$ cat src/design/cre_pkg.sv
// Shared types and constants of the chord run extractor.
package cre_pkg;

  localparam int LEN_W = 6;
  localparam int OFS_W = 6;
  localparam int CFG_W = 6;
  localparam int IDX_W = 2;

  typedef enum logic [1:0] {
    KIND_CHORD  = 2'd0,
    KIND_TABLE  = 2'd1,
    KIND_BOUNDS = 2'd2,
    KIND_EMPTY  = 2'd3
  } kind_t;

  localparam logic [IDX_W-1:0] REG_WIDTH  = 2'd0;
  localparam logic [IDX_W-1:0] REG_HEIGHT = 2'd1;
  localparam logic [IDX_W-1:0] REG_DEPTH  = 2'd2;

  localparam logic [CFG_W-1:0] DIM_RST = 6'd3;

  localparam logic signed [OFS_W-1:0] BOUND_MIN_RST = 6'sb011111;
  localparam logic signed [OFS_W-1:0] BOUND_MAX_RST = 6'sb100000;

  typedef logic signed [OFS_W-1:0] ofs_t;
  typedef logic [LEN_W-1:0]        len_t;

  // One queued command: an optional chord, an optional end of element
  typedef struct packed {
    logic has_chord;
    logic finish;
    logic any_chord;
    ofs_t ox;
    ofs_t oy;
    ofs_t oz;
    len_t len;
    ofs_t min_x;
    ofs_t max_x;
    ofs_t min_y;
    ofs_t max_y;
    ofs_t min_z;
    ofs_t max_z;
  } cmd_t;

endpackage

$ cat src/design/cre_front.sv
// Front end: pixel counters, run tracking, bounding box and length bitmap.
module cre_front #(
  parameter int MAX_DIM = 32
) (
  input  logic                        clk,
  input  logic                        rst,
  input  logic                        cfg_write,
  input  logic [cre_pkg::IDX_W-1:0]   cfg_index,
  input  logic [cre_pkg::CFG_W-1:0]   cfg_data,
  input  logic                        pixel_valid,
  output logic                        pixel_ready,
  input  logic                        pixel_on,
  input  logic                        queue_full,
  output logic                        push,
  output cre_pkg::cmd_t               push_cmd,
  output logic [MAX_DIM-1:0]          push_seen
);
  import cre_pkg::*;

  localparam int CW = $clog2(MAX_DIM);

  logic [CFG_W-1:0] image_width, image_height, image_depth;
  logic [CFG_W-1:0] w, h, d, cx, cy, cz;
  logic [CW-1:0]    col_count, row_count, slice_count;
  logic             run_active;
  logic [CW-1:0]    run_start, start_eff;
  ofs_t             bound_min_x, bound_max_x, bound_min_y, bound_max_y;
  ofs_t             bound_min_z, bound_max_z;
  ofs_t             min_x_upd, max_x_upd, min_y_upd, max_y_upd, min_z_upd, max_z_upd;
  logic             any_chord;
  logic [MAX_DIM-1:0] lengths_seen, seen_upd;
  logic [CFG_W-1:0] col_p1, row_p1, slice_p1;
  logic             row_end, slice_end, elem_end;
  logic             chord_a, chord_b, chord, accept;
  len_t             chord_len;
  ofs_t             ox, oy, oz;
  logic [CW-1:0]    seen_idx;

  function automatic logic [CFG_W-1:0] eff_dim(input logic [CFG_W-1:0] v);
    logic [CFG_W-1:0] r;
    r = v;
    if (v == '0) r = CFG_W'(1);
    else if (v > CFG_W'(MAX_DIM)) r = CFG_W'(MAX_DIM);
    return r;
  endfunction

  // Hold the dimension registers
  always_ff @(posedge clk) begin
    if (rst) begin
      image_width  <= DIM_RST;
      image_height <= DIM_RST;
      image_depth  <= DIM_RST;
    end else if (cfg_write) begin
      case (cfg_index)
        REG_WIDTH:  image_width  <= cfg_data;
        REG_HEIGHT: image_height <= cfg_data;
        REG_DEPTH:  image_depth  <= cfg_data;
        default: ;
      endcase
    end
  end

  assign w  = eff_dim(image_width);
  assign h  = eff_dim(image_height);
  assign d  = eff_dim(image_depth);
  assign cx = (w - CFG_W'(1)) >> 1;
  assign cy = (h - CFG_W'(1)) >> 1;
  assign cz = (d - CFG_W'(1)) >> 1;

  assign pixel_ready = !queue_full;
  assign accept      = pixel_valid && pixel_ready;

  // Classify the pixel: end of run, end of row, end of element
  assign col_p1    = CFG_W'(col_count) + CFG_W'(1);
  assign row_p1    = CFG_W'(row_count) + CFG_W'(1);
  assign slice_p1  = CFG_W'(slice_count) + CFG_W'(1);
  assign row_end   = col_p1 >= w;
  assign slice_end = row_p1 >= h;
  assign elem_end  = row_end && slice_end && (slice_p1 >= d);

  assign start_eff = run_active ? run_start : col_count;
  assign chord_a   = !pixel_on && run_active;
  assign chord_b   = pixel_on && row_end;
  assign chord     = chord_a || chord_b;
  assign chord_len = chord_a ? (CFG_W'(col_count) - CFG_W'(run_start))
                             : (col_p1 - CFG_W'(start_eff));

  assign ox = $signed(CFG_W'(start_eff) - cx);
  assign oy = $signed(CFG_W'(row_count) - cy);
  assign oz = $signed(CFG_W'(slice_count) - cz);

  // Fold the chord into the bounding box and the bitmap
  assign min_x_upd = (chord && ox < bound_min_x) ? ox : bound_min_x;
  assign max_x_upd = (chord && ox > bound_max_x) ? ox : bound_max_x;
  assign min_y_upd = (chord && oy < bound_min_y) ? oy : bound_min_y;
  assign max_y_upd = (chord && oy > bound_max_y) ? oy : bound_max_y;
  assign min_z_upd = (chord && oz < bound_min_z) ? oz : bound_min_z;
  assign max_z_upd = (chord && oz > bound_max_z) ? oz : bound_max_z;

  assign seen_idx = CW'(chord_len - LEN_W'(1));

  always_comb begin
    seen_upd = lengths_seen;
    if (chord) seen_upd[seen_idx] = 1'b1;
  end

  // Queue a command for every pixel that causes results
  assign push                = accept && (chord || elem_end);
  assign push_cmd.has_chord  = chord;
  assign push_cmd.finish     = elem_end;
  assign push_cmd.any_chord  = any_chord || chord;
  assign push_cmd.ox         = ox;
  assign push_cmd.oy         = oy;
  assign push_cmd.oz         = oz;
  assign push_cmd.len        = chord_len;
  assign push_cmd.min_x      = min_x_upd;
  assign push_cmd.max_x      = max_x_upd;
  assign push_cmd.min_y      = min_y_upd;
  assign push_cmd.max_y      = max_y_upd;
  assign push_cmd.min_z      = min_z_upd;
  assign push_cmd.max_z      = max_z_upd;
  assign push_seen           = seen_upd;

  // Advance counters and element state; clear at element end
  always_ff @(posedge clk) begin
    if (rst || (accept && elem_end)) begin
      col_count    <= '0;
      row_count    <= '0;
      slice_count  <= '0;
      run_active   <= 1'b0;
      run_start    <= '0;
      bound_min_x  <= BOUND_MIN_RST;
      bound_max_x  <= BOUND_MAX_RST;
      bound_min_y  <= BOUND_MIN_RST;
      bound_max_y  <= BOUND_MAX_RST;
      bound_min_z  <= BOUND_MIN_RST;
      bound_max_z  <= BOUND_MAX_RST;
      any_chord    <= 1'b0;
      lengths_seen <= '0;
    end else if (accept) begin
      if (row_end) begin
        col_count <= '0;
        if (slice_end) begin
          row_count   <= '0;
          slice_count <= slice_count + CW'(1);
        end else begin
          row_count <= row_count + CW'(1);
        end
      end else begin
        col_count <= col_count + CW'(1);
      end
      run_active   <= pixel_on && !row_end;
      if (pixel_on && !run_active) run_start <= col_count;
      bound_min_x  <= min_x_upd;
      bound_max_x  <= max_x_upd;
      bound_min_y  <= min_y_upd;
      bound_max_y  <= max_y_upd;
      bound_min_z  <= min_z_upd;
      bound_max_z  <= max_z_upd;
      any_chord    <= any_chord || chord;
      lengths_seen <= seen_upd;
    end
  end

endmodule

$ cat src/design/cre_queue.sv
// Command queue between front end and back end.
module cre_queue #(
  parameter int W     = 8,
  parameter int DEPTH = 2
) (
  input  logic         clk,
  input  logic         rst,
  input  logic         push,
  input  logic [W-1:0] wdata,
  input  logic         pop,
  output logic [W-1:0] rdata,
  output logic         not_empty,
  output logic         full
);

  localparam int PW = (DEPTH > 1) ? $clog2(DEPTH) : 1;
  localparam int NW = $clog2(DEPTH + 1);

  logic [W-1:0]  entries [DEPTH];
  logic [PW-1:0] wr_ptr, rd_ptr;
  logic [NW-1:0] count;

  assign rdata     = entries[rd_ptr];
  assign not_empty = count != '0;
  assign full      = count == NW'(DEPTH);

  // Store entries
  always_ff @(posedge clk) begin
    if (push) entries[wr_ptr] <= wdata;
  end

  // Advance pointers and fill count
  always_ff @(posedge clk) begin
    if (rst) begin
      wr_ptr <= '0;
      rd_ptr <= '0;
      count  <= '0;
    end else begin
      if (push) wr_ptr <= (wr_ptr == PW'(DEPTH - 1)) ? '0 : wr_ptr + PW'(1);
      if (pop)  rd_ptr <= (rd_ptr == PW'(DEPTH - 1)) ? '0 : rd_ptr + PW'(1);
      if (push && !pop)      count <= count + NW'(1);
      else if (pop && !push) count <= count - NW'(1);
    end
  end

endmodule

$ cat src/design/cre_back.sv
// Back end: emits chords, bounds or empty markers and the length table into the result register.
module cre_back #(
  parameter int MAX_DIM = 32
) (
  input  logic                               clk,
  input  logic                               rst,
  input  logic                               q_valid,
  input  cre_pkg::cmd_t                      q_cmd,
  input  logic [MAX_DIM-1:0]                 q_seen,
  output logic                               q_pop,
  output logic                               result_valid,
  input  logic                               result_ready,
  output cre_pkg::kind_t                     kind,
  output logic signed [cre_pkg::OFS_W-1:0]   offset_x,
  output logic signed [cre_pkg::OFS_W-1:0]   offset_y,
  output logic signed [cre_pkg::OFS_W-1:0]   offset_z,
  output logic [cre_pkg::LEN_W-1:0]          length,
  output logic signed [cre_pkg::OFS_W-1:0]   min_x,
  output logic signed [cre_pkg::OFS_W-1:0]   max_x,
  output logic signed [cre_pkg::OFS_W-1:0]   min_y,
  output logic signed [cre_pkg::OFS_W-1:0]   max_y,
  output logic signed [cre_pkg::OFS_W-1:0]   min_z,
  output logic signed [cre_pkg::OFS_W-1:0]   max_z,
  output logic                               last
);
  import cre_pkg::*;

  localparam int CW = $clog2(MAX_DIM);

  typedef enum logic [4:0] {
    ST_IDLE   = 5'b00001,
    ST_CHORD  = 5'b00010,
    ST_FINISH = 5'b00100,
    ST_ONE    = 5'b01000,
    ST_WALK   = 5'b10000
  } state_t;

  state_t             state, state_next;
  cmd_t               cmd;
  logic [MAX_DIM-1:0] seen;
  len_t               val, val_next;
  logic [CW-1:0]      idx, idx_next;
  logic               load_out, above;
  logic [LEN_W:0]     dbl;
  len_t               cur_len;
  logic               emit, e_last;
  kind_t              e_kind;
  ofs_t               e_ox, e_oy, e_oz;
  ofs_t               e_min_x, e_max_x, e_min_y, e_max_y, e_min_z, e_max_z;
  len_t               e_len;

  assign load_out = !result_valid || result_ready;
  assign cur_len  = LEN_W'(idx) + LEN_W'(1);
  assign dbl      = {val, 1'b0};

  // Any length seen above the current index
  always_comb begin
    above = 1'b0;
    for (int i = 0; i < MAX_DIM; i++) begin
      if (seen[i] && (CW'(i) > idx)) above = 1'b1;
    end
  end

  // Sequence the results of one command
  always_comb begin
    state_next = state;
    val_next   = val;
    idx_next   = idx;
    q_pop      = 1'b0;
    emit       = 1'b0;
    e_kind     = KIND_CHORD;
    e_last     = 1'b0;
    e_ox       = '0;
    e_oy       = '0;
    e_oz       = '0;
    e_len      = '0;
    e_min_x    = '0;
    e_max_x    = '0;
    e_min_y    = '0;
    e_max_y    = '0;
    e_min_z    = '0;
    e_max_z    = '0;
    case (state)
      ST_IDLE: begin
        if (q_valid) begin
          q_pop      = 1'b1;
          idx_next   = '0;
          state_next = q_cmd.has_chord ? ST_CHORD : ST_FINISH;
        end
      end
      ST_CHORD: begin
        if (load_out) begin
          emit       = 1'b1;
          e_kind     = KIND_CHORD;
          e_ox       = cmd.ox;
          e_oy       = cmd.oy;
          e_oz       = cmd.oz;
          e_len      = cmd.len;
          state_next = cmd.finish ? ST_FINISH : ST_IDLE;
        end
      end
      ST_FINISH: begin
        if (load_out) begin
          emit = 1'b1;
          if (!cmd.any_chord) begin
            e_kind     = KIND_EMPTY;
            e_last     = 1'b1;
            state_next = ST_IDLE;
          end else begin
            e_kind     = KIND_BOUNDS;
            e_min_x    = cmd.min_x;
            e_max_x    = cmd.max_x;
            e_min_y    = cmd.min_y;
            e_max_y    = cmd.max_y;
            e_min_z    = cmd.min_z;
            e_max_z    = cmd.max_z;
            state_next = ST_ONE;
          end
        end
      end
      ST_ONE: begin
        if (load_out) begin
          emit       = 1'b1;
          e_kind     = KIND_TABLE;
          e_len      = LEN_W'(1);
          e_last     = !above;
          val_next   = LEN_W'(1);
          idx_next   = CW'(1);
          state_next = above ? ST_WALK : ST_IDLE;
        end
      end
      ST_WALK: begin
        if (!seen[idx]) begin
          idx_next = idx + CW'(1);
        end else if (load_out) begin
          emit   = 1'b1;
          e_kind = KIND_TABLE;
          if (dbl < {1'b0, cur_len}) begin
            // insert a doubling, stay on this length
            e_len    = dbl[LEN_W-1:0];
            val_next = dbl[LEN_W-1:0];
          end else begin
            e_len      = cur_len;
            e_last     = !above;
            val_next   = cur_len;
            idx_next   = idx + CW'(1);
            state_next = above ? ST_WALK : ST_IDLE;
          end
        end
      end
      default: state_next = ST_IDLE;
    endcase
  end

  // Hold the current command
  always_ff @(posedge clk) begin
    if (q_pop) begin
      cmd  <= q_cmd;
      seen <= q_seen;
    end
    val <= val_next;
    idx <= idx_next;
  end

  always_ff @(posedge clk) begin
    if (rst) state <= ST_IDLE;
    else     state <= state_next;
  end

  // Result register
  always_ff @(posedge clk) begin
    if (rst)               result_valid <= 1'b0;
    else if (emit)         result_valid <= 1'b1;
    else if (result_ready) result_valid <= 1'b0;
  end

  always_ff @(posedge clk) begin
    if (emit) begin
      kind     <= e_kind;
      offset_x <= e_ox;
      offset_y <= e_oy;
      offset_z <= e_oz;
      length   <= e_len;
      min_x    <= e_min_x;
      max_x    <= e_max_x;
      min_y    <= e_min_y;
      max_y    <= e_max_y;
      min_z    <= e_min_z;
      max_z    <= e_max_z;
      last     <= e_last;
    end
  end

endmodule

$ cat src/design/chord_run_extractor_unit.sv
// Top level of the chord run extractor: front end, command queue, back end.
//
//   channel   direction  handshake                  payload
//   config    in         cfg_write                  cfg_index, cfg_data
//   pixel     in         pixel_valid / pixel_ready  pixel_on
//   result    out        result_valid / result_ready kind .. last
//
// One pixel is taken per cycle while the two-entry command queue has room.
// Each command is loaded from the queue before its results go to the result register;
// the length table walk steps through the seen lengths in turn, inserting doublings
// and waiting while the result register is still held.
// Reset is synchronous; result_ready low fills the queue, then drops pixel_ready.
module chord_run_extractor_unit #(
  parameter int MAX_DIM = 32
) (
  input  logic                               clk,
  input  logic                               rst,
  input  logic                               cfg_write,
  input  logic [cre_pkg::IDX_W-1:0]          cfg_index,
  input  logic [cre_pkg::CFG_W-1:0]          cfg_data,
  input  logic                               pixel_valid,
  output logic                               pixel_ready,
  input  logic                               pixel_on,
  output logic                               result_valid,
  input  logic                               result_ready,
  output cre_pkg::kind_t                     kind,
  output logic signed [cre_pkg::OFS_W-1:0]   offset_x,
  output logic signed [cre_pkg::OFS_W-1:0]   offset_y,
  output logic signed [cre_pkg::OFS_W-1:0]   offset_z,
  output logic [cre_pkg::LEN_W-1:0]          length,
  output logic signed [cre_pkg::OFS_W-1:0]   min_x,
  output logic signed [cre_pkg::OFS_W-1:0]   max_x,
  output logic signed [cre_pkg::OFS_W-1:0]   min_y,
  output logic signed [cre_pkg::OFS_W-1:0]   max_y,
  output logic signed [cre_pkg::OFS_W-1:0]   min_z,
  output logic signed [cre_pkg::OFS_W-1:0]   max_z,
  output logic                               last
);
  import cre_pkg::*;

  localparam int QW     = $bits(cmd_t) + MAX_DIM;
  localparam int QDEPTH = 2;

  logic               push, pop, q_full, q_valid;
  cmd_t               push_cmd, q_cmd;
  logic [MAX_DIM-1:0] push_seen, q_seen;
  logic [QW-1:0]      q_wdata, q_rdata;

  cre_front #(.MAX_DIM(MAX_DIM)) u_front (
    .clk         (clk),
    .rst         (rst),
    .cfg_write   (cfg_write),
    .cfg_index   (cfg_index),
    .cfg_data    (cfg_data),
    .pixel_valid (pixel_valid),
    .pixel_ready (pixel_ready),
    .pixel_on    (pixel_on),
    .queue_full  (q_full),
    .push        (push),
    .push_cmd    (push_cmd),
    .push_seen   (push_seen)
  );

  // Pack command and bitmap into one queue word
  assign q_wdata         = {push_seen, push_cmd};
  assign q_seen          = q_rdata[QW-1 -: MAX_DIM];
  assign q_cmd           = q_rdata[$bits(cmd_t)-1:0];

  cre_queue #(.W(QW), .DEPTH(QDEPTH)) u_queue (
    .clk       (clk),
    .rst       (rst),
    .push      (push),
    .wdata     (q_wdata),
    .pop       (pop),
    .rdata     (q_rdata),
    .not_empty (q_valid),
    .full      (q_full)
  );

  cre_back #(.MAX_DIM(MAX_DIM)) u_back (
    .clk          (clk),
    .rst          (rst),
    .q_valid      (q_valid),
    .q_cmd        (q_cmd),
    .q_seen       (q_seen),
    .q_pop        (pop),
    .result_valid (result_valid),
    .result_ready (result_ready),
    .kind         (kind),
    .offset_x     (offset_x),
    .offset_y     (offset_y),
    .offset_z     (offset_z),
    .length       (length),
    .min_x        (min_x),
    .max_x        (max_x),
    .min_y        (min_y),
    .max_y        (max_y),
    .min_z        (min_z),
    .max_z        (max_z),
    .last         (last)
  );

endmodule
$ cat config.mk
export PLATFORM = sky130hd
export DESIGN_NAME = chord_run_extractor_unit
export DESIGN_NICKNAME = d
export VERILOG_FILES = /design/src/design/cre_pkg.sv /design/src/design/cre_front.sv /design/src/design/cre_queue.sv /design/src/design/cre_back.sv /design/src/design/chord_run_extractor_unit.sv
export SDC_FILE = /design/constraint.sdc
export NUM_CORES = 1
export LEC_CHECK = 0
export BUFFER_PORTS_ARGS = -buffer_cell sky130_fd_sc_hd__buf_4
export CORE_MARGIN = 5
export CORE_UTILIZATION = 55
export CTS_CLUSTER_SIZE = 20
export DETAILED_ROUTE_END_ITERATION = 10
export PLACE_DENSITY_LB_ADDON = 0.3
export SETUP_SLACK_MARGIN = 0.02
export SLEW_MARGIN = 20
export SYNTH_ARGS = -nofsm -noshare
export SYNTH_HDL_FRONTEND = slang
export SYNTH_SLANG_ARGS = --single-unit
$ cat constraint.sdc
create_clock -name clk -period 13.66 [get_ports clk]
set_input_delay 1.366 -clock clk [delete_from_list [all_inputs] [get_ports clk]]
set_output_delay 1.366 -clock clk [all_outputs]
set_load 0.1 [all_outputs]
Yosys cells after proc, flatten, opt, wreduce, memory -nomap -nowiden
Memories as Yosys holds them, arrays and structs flattened. A register that Yosys moved wholly into a read port is not among the register bits. Cells that the tools add are included.

Flip-flop bits (word level): 286. RAM bits: 190. Input port bits: 14. Output and inout port bits: 65. Logic and storage cells: 328. Memories kept: 1.

Add/sub/neg operators: 21. $lt $le $gt $ge: 48. Eq/ne operators: 17. Multiplexer cells: 108. Bitwise operators: 1. Reductions and logical operators: 84.

Memories: u_queue.entries (depth 2, bits a word 95, rd ports 1, clocked after Yosys merged registers in 1, write ports 1, RTL line cre_queue.sv:19) `logic [W-1:0] entries [DEPTH];`.

Operators with widths (count): 6-bit two-way mux (20); 5-bit greater-than comparator (first input constant) (16); 5-bit two-way mux (16); 1-bit two-way mux (55); 1-bit logical AND (50); 4-bit by 5-bit greater-than comparator with 1-bit output (first input constant) (8); 32-bit two-way mux (1); 32-bit OR (1); 5-bit one-hot mux with 5 select lines (1); 5-bit by 1-bit adder with 6-bit output (second input constant) (4); 5-bit by 5-bit subtractor with 6-bit output (4); 5-bit by 1-bit adder with 5-bit output (second input constant) (4); 3-bit by 5-bit greater-than comparator with 1-bit output (first input constant) (4); 6-bit greater-or-equal comparator (3); 6-bit greater-than comparator (3); 6-bit greater-than comparator (second input constant) (3); 6-bit logical NOT (3); 6-bit less-than comparator (3); 6-bit one-hot mux with 3 select lines (1); 6-bit by 1-bit subtractor with 6-bit output (second input constant) (3); 5-bit one-hot mux with 3 select lines (1); 5-bit by 6-bit less-than comparator with 1-bit output (second input constant) (2); 6-bit one-hot mux with 2 select lines (1); 2-bit AND reduction (6); other kinds (38) (66).

Logic depth before layout (Yosys ltp)
Depth in word-level cells: 39. Depth in mapped cells: 21. Depth with buffers taken out: 21.

Cells and area by module
A second synthesis with hierarchy kept.

Cells, all modules: 1706. Area total of the unflattened synthesis: 21790.9 sq um.

Modules (own cells, without submodules): cre_front (times used 1, cells an instance 911, area an instance 7473.4 sq um, seq. area each 2162.1 sq um); cre_queue (times used 1, cells an instance 318, area an instance 7273.2 sq um, seq. area each 5805.6 sq um); cre_back (times used 1, cells an instance 477, area an instance 7044.3 sq um, seq. area each 5165.0 sq um).

Least setup slack after synthesis
Ideal clock, no wire load.

Path type: reg2reg. From: reg u_front.col_count[0]. To: mem u_queue.entries[0][0] (netlist bit), enable pin. Setup time: 0.560 ns. Arrival time: 6.427 ns. Data required time: 13.100 ns. Slack: 6.673 ns. Stages on the path, launching flop included: 10. Buffers on the path: 0. Clock period less this slack: 6.987 ns. Cell sequence: dfxtp_1 ha_1 nand3_1 xnor2_1 ha_1 nand3_1 o21ai_1 nand3_1 o22ai_1 nor2b_1.

Longest elaborated chain between the ends: 8. Elaborated cells between the ends (all ways): 10. Classes of those cells: add/sub (1); order compare (1); mux (2); reduce/logical (6).

RTL lines: start: declaration (RTL line cre_front.sv:24) `logic [CW-1:0] col_count, row_count, slice_count;`; start signal: assignment (RTL line cre_front.sv:150) `col_count <= col_count + CW'(1);`; 5-bit by 1-bit adder with 6-bit output * (RTL line cre_front.sv:74) `assign col_p1 = CFG_W'(col_count) + CFG_W'(1);`; 6-bit greater-or-equal comparator * (RTL line cre_front.sv:77) `assign row_end = col_p1 >= w;`; 1-bit logical AND (on tied branches) (RTL line cre_front.sv:83, cre_front.sv:79); 1-bit logical OR or 1-bit logical AND (tied branches) (RTL line cre_front.sv:84, cre_front.sv:79); 1-bit logical OR * (RTL line cre_front.sv:108) `assign push = accept && (chord || elem_end);`; 1-bit logical AND * (RTL line cre_front.sv:108); net push (RTL line chord_run_extractor_unit.sv:44) `logic push, pop, q_full, q_valid;`; 1-bit two-way mux * (RTL line cre_queue.sv:29) `if (push) entries[wr_ptr] <= wdata;`; 1-bit two-way mux (not written as such) * (RTL line cre_queue.sv:29); end: declaration (RTL line cre_queue.sv:19).

The timed path passes the listed nets; every way through them passes the cells marked *.

==> impl_metrics.py <==
metrics = {
    "placed_design": {
        "io_buffer_count": 78,
        "gpl.final_weighted_congestion": 0.916,
        "placedInstanceArea_sq_um": 22700,
        "post-place-ws_ns": 8.96,
        "placed_wire_length_estimate_um": 29500,
    },
    "logic_synthesis": {
        "area_share_of_the_largest_cell_type_after_synthesis": 0.499,
        "postSynth.topFlopCell": "sky130_fd_sc_hd__edfxtp_1",
        "top_post_synthesis_cells_by_area": "sky130_fd_sc_hd__edfxtp_1, sky130_fd_sc_hd__dfxtp_1, sky130_fd_sc_hd__mux2_2",
        "count_of_different_cell_masters_after_synthesis": 73,
        "syn_inst": 1692,
        "synth.yosys.seq_area_share": 0.610,
        "synth-edff-count": 358,
        "synthesis.area_sq_um": 21500,
        "ys_seq_elements": 477,
        "count_of_warnings_emitted_by_yosys": 0,
        "synth_top_area_cell": "sky130_fd_sc_hd__edfxtp_1",
        "syn-mean-instance-area_sq_um": 12.7,
        "async_set_or_reset_register_ratio_after_synthesis": 0,
    },
    "setup_path": {
        "timing.critical_path.to_type": "flip-flop",
        "critical_path.max_fanout": 8,
        "worst-endpoint-arrival_ns": 5.18,
        "critical_path_required_ns": 14.08,
        "crit_path_start_kind": "flip-flop",
        "timing_worst_setup_path_type": "reg -> reg",
        "rr_worst_depth": 20,
    },
    "route": {
        "first_pass_iters": 7,
        "num_vias": 13362,
        "postRouteAntennaNets": 0,
        "wl_per_cell_um": 18.8,
        "vias_per_cell": 5.73,
        "drtIter0Drc": 1171,
        "final_routed_wirelength_across_all_metal_layers_um": 43800,
        "post_detailed_route_drc_marker_count": 0,
    },
    "clock_network": {
        "cts-htree-levels": 2,
        "holdBufCountCts": 0,
        "max-clock-path-buffers": 3,
        "cts_sinks": 477,
        "cts.root.buffer_cell": "sky130_fd_sc_hd__clkbuf_16",
        "tritoncts": "built",
        "clk_latency_ns": 0.57,
        "path_clk_slew_ns": 0.06,
        "post_cts_resize_count": 0,
        "cts_post_setup_buffers_inserted": 0,
        "numCtsBuffers": 47,
    },
    "finish": {
        "drive_above_1_share": 0.179,
        "layout_common_cells": "sky130_fd_sc_hd__edfxtp_1, sky130_fd_sc_hd__nor2_1, sky130_fd_sc_hd__mux2_2, sky130_fd_sc_hd__dfxtp_1, sky130_fd_sc_hd__nand2_1",
        "final_core_utilization": 0.627,
        "syn2layout_area_growth_pct": 12.6,
        "final_common_cell": "sky130_fd_sc_hd__edfxtp_1",
        "final_net_count": 1884,
        "finish.instance_area_sq_um": 24200,
    },
    "timing": {
        "timing.max_slew.rel_slack": 0.245,
        "final.setup_skew_ns": 0.0179,
        "timing_max_transition_violations_final": 0,
        "setup_viol_count_final": 0,
        "hold_viol_final": 0,
        "pin_slew_with_the_least_headroom_to_its_limit_ns": 1.13,
        "maxClockFrequency_mhz": 210,
        "period_minus_slack_ns": 4.76,
        "timing.setup.tns_ns": 0,
        "setup_repair_after_global_routing_missed_its_margin": "no",
        "timing.final.crit_share": 0.349,
        "worst_setup_margin_ns": 8.90,
    },
    "global_route": {
        "globalRouteOverflowTotal": 0,
        "maximum_number_of_pins_on_one_net_before_global_route_repair": 71,
        "grt_pass1_vias": 13134,
        "global_route.usage.total": 0.200,
        "grt_antenna_before_repair": 3,
        "grt_first_pass_wirelength_um": 70600,
    },
    "floorplan": {
        "initial_utilization": 0.557,
        "row_count": 72,
        "floorplan.die.height_um": 208,
        "floorplan.die.width_um": 208,
        "ios": 79,
        "die_area_sq_um": 43200,
        "core-area_sq_um": 38600,
    },
    "worst_hold_path": {
        "timing.hold.worst_path_depth": 2,
        "min-delay-path-class": "reg -> reg",
    },
    "power_and_ir_drop": {
        "power_density_nw_per_um2": 191,
        "totalPowerFinal_uw": 4620,
        "worst_case_vdd_ir_drop_uv": 98.4,
        "power.static_leakage_uw": 0.00940,
    },
    "job": {
        "timing.max_cap.violations": 0,
    },
    "run_status": {
        "outcome": "finished, final reports clean",
    },
}
## worst max-delay path, cell delays in order (launching register included)
cell,delay (ns)
sky130_fd_sc_hd__dfxtp_1,0.32
sky130_fd_sc_hd__nor4_1,0.30
sky130_fd_sc_hd__nor2_1,0.09
sky130_fd_sc_hd__nor2_1,0.15
sky130_fd_sc_hd__inv_1,0.07
sky130_fd_sc_hd__ha_1,0.20
sky130_fd_sc_hd__xnor2_1,0.26
sky130_fd_sc_hd__inv_1,0.08
sky130_fd_sc_hd__ha_1,0.27
sky130_fd_sc_hd__nor2b_1,0.13
sky130_fd_sc_hd__o21ai_0,0.14
sky130_fd_sc_hd__nand2b_1,0.11
sky130_fd_sc_hd__a21o_1,0.19
sky130_fd_sc_hd__a21oi_1,0.63
sky130_fd_sc_hd__ha_1,0.26
sky130_fd_sc_hd__inv_1,0.05
sky130_fd_sc_hd__or3_1,0.36
sky130_fd_sc_hd__o31ai_1,0.29
sky130_fd_sc_hd__nand3_1,0.37
sky130_fd_sc_hd__mux2i_1,0.26
sky130_fd_sc_hd__nand2_1,0.08
## cells in the mapped netlist (4+ instances only)
cell type,instances
sky130_fd_sc_hd__mux4_2,4
sky130_fd_sc_hd__fa_1,5
sky130_fd_sc_hd__a211oi_1,6
sky130_fd_sc_hd__a2bb2oi_1,5
sky130_fd_sc_hd__nand2b_1,16
sky130_fd_sc_hd__nor3_1,15
sky130_fd_sc_hd__o211ai_1,13
sky130_fd_sc_hd__a41oi_1,5
sky130_fd_sc_hd__a21oi_1,49
sky130_fd_sc_hd__or2_2,4
sky130_fd_sc_hd__and2_1,26
sky130_fd_sc_hd__nor2b_1,15
sky130_fd_sc_hd__or4_1,4
sky130_fd_sc_hd__o21a_1,17
sky130_fd_sc_hd__nand2_1,108
sky130_fd_sc_hd__a211o_1,6
sky130_fd_sc_hd__ha_1,92
sky130_fd_sc_hd__nand3b_1,8
sky130_fd_sc_hd__mux2i_1,60
sky130_fd_sc_hd__o21ai_0,64
sky130_fd_sc_hd__buf_2,14
sky130_fd_sc_hd__o31ai_1,4
sky130_fd_sc_hd__a22o_1,4
sky130_fd_sc_hd__clkbuf_1,43
sky130_fd_sc_hd__a31oi_1,20
sky130_fd_sc_hd__nand3_1,34
sky130_fd_sc_hd__o311ai_0,4
sky130_fd_sc_hd__nor2_1,133
sky130_fd_sc_hd__nor4_1,9
sky130_fd_sc_hd__inv_1,94
sky130_fd_sc_hd__a21o_1,19
sky130_fd_sc_hd__xnor2_1,24
sky130_fd_sc_hd__xor2_1,15
sky130_fd_sc_hd__mux2_2,124
sky130_fd_sc_hd__o21bai_1,19
sky130_fd_sc_hd__dfxtp_1,119
sky130_fd_sc_hd__nand4_1,5
sky130_fd_sc_hd__edfxtp_1,358
sky130_fd_sc_hd__and3_1,54
sky130_fd_sc_hd__a31o_2,11
sky130_fd_sc_hd__or3_1,11
## path summary, 6_finish.rpt
check / from / to / slack [ns]
setup / recovery: u_front.image_width[4]$_SDFFE_PP0P_ / u_front.bound_min_x[3]$_SDFFE_PP1P_ / 8.90
hold / removal: u_front.lengths_seen[11]$_SDFFE_PP0P_ / u_front.lengths_seen[11]$_SDFFE_PP0P_ / 0.46
setup reg to reg: u_front.image_width[4]$_SDFFE_PP0P_ / u_front.bound_min_x[3]$_SDFFE_PP1P_ / 8.90
hold reg to reg: u_front.lengths_seen[11]$_SDFFE_PP0P_ / u_front.lengths_seen[11]$_SDFFE_PP0P_ / 0.46
## layer usage
| layer | routed length [um] | GRT usage | vias up |
|---|---|---|---|
| met3 | 2330 | 0.0313 | 100 |
| met2 | 20100 | 0.315 | 382 |
| li1 | - | - | 6389 |
| met5 | 13 | 0 | - |
| met1 | 20300 | 0.292 | 6489 |
| met4 | 1070 | 0.0571 | 2 |
## state kept, by name, summed over array words and instances, names as in the netlist, 32 cells and up, named ones only
| register | flops |
|---|---|
| u_back.cmd | 62 |
| u_back.seen | 32 |
| u_front.lengths_seen | 32 |
| u_queue.entries | 190 |
## metrics by stage
stage / hold WS (ns) / std cells
after CTS: 0.462 / 2329
after detailed placement: 0.448 / 2242
after floorplan: 0.426 / 1694
final: 0.461 / 2330
after global routing: 0.481 / 2329
after global placement: 0.440 / 2242
## cell type report
type	instances	area (sq um)
diodes	1	2.50
clock buffers	66	1300
clock inverters	21	272
fillers	2889	14400
inverters	97	365
multi-input cells	1057	7810
flip-flops and latches	477	13100
well taps	518	648
repair buffers	93	698
## cells by family (layout without fill, tap and decap cells)
| family | count (synthesis) | count (layout) | share of synthesized area |
|---|---|---|---|
| DFF | 477 | 477 | 0.610 |
| and+or+nand+nor | 451 | 451 | 0.101 |
| AOI/OAI and AO/OA | 279 | 279 | 0.0881 |
| muxes | 188 | 188 | 0.0970 |
| buffers and inverters | 160 | 277 | 0.0296 |
| adders and majority gates | 97 | 97 | 0.0581 |
| xor gates and xnor gates | 39 | 39 | 0.0159 |
| other | 1 | 4 | 0.000174 |
## power by group
part	switching, uW	internal [uW]	leakage (uW)
Clock	533	763	0.000760
Sequential	140	1900	0.00427
Combinational	845	440	0.00437
Total	1520	3100	0.00940
(Power assumes the default switching activity.)
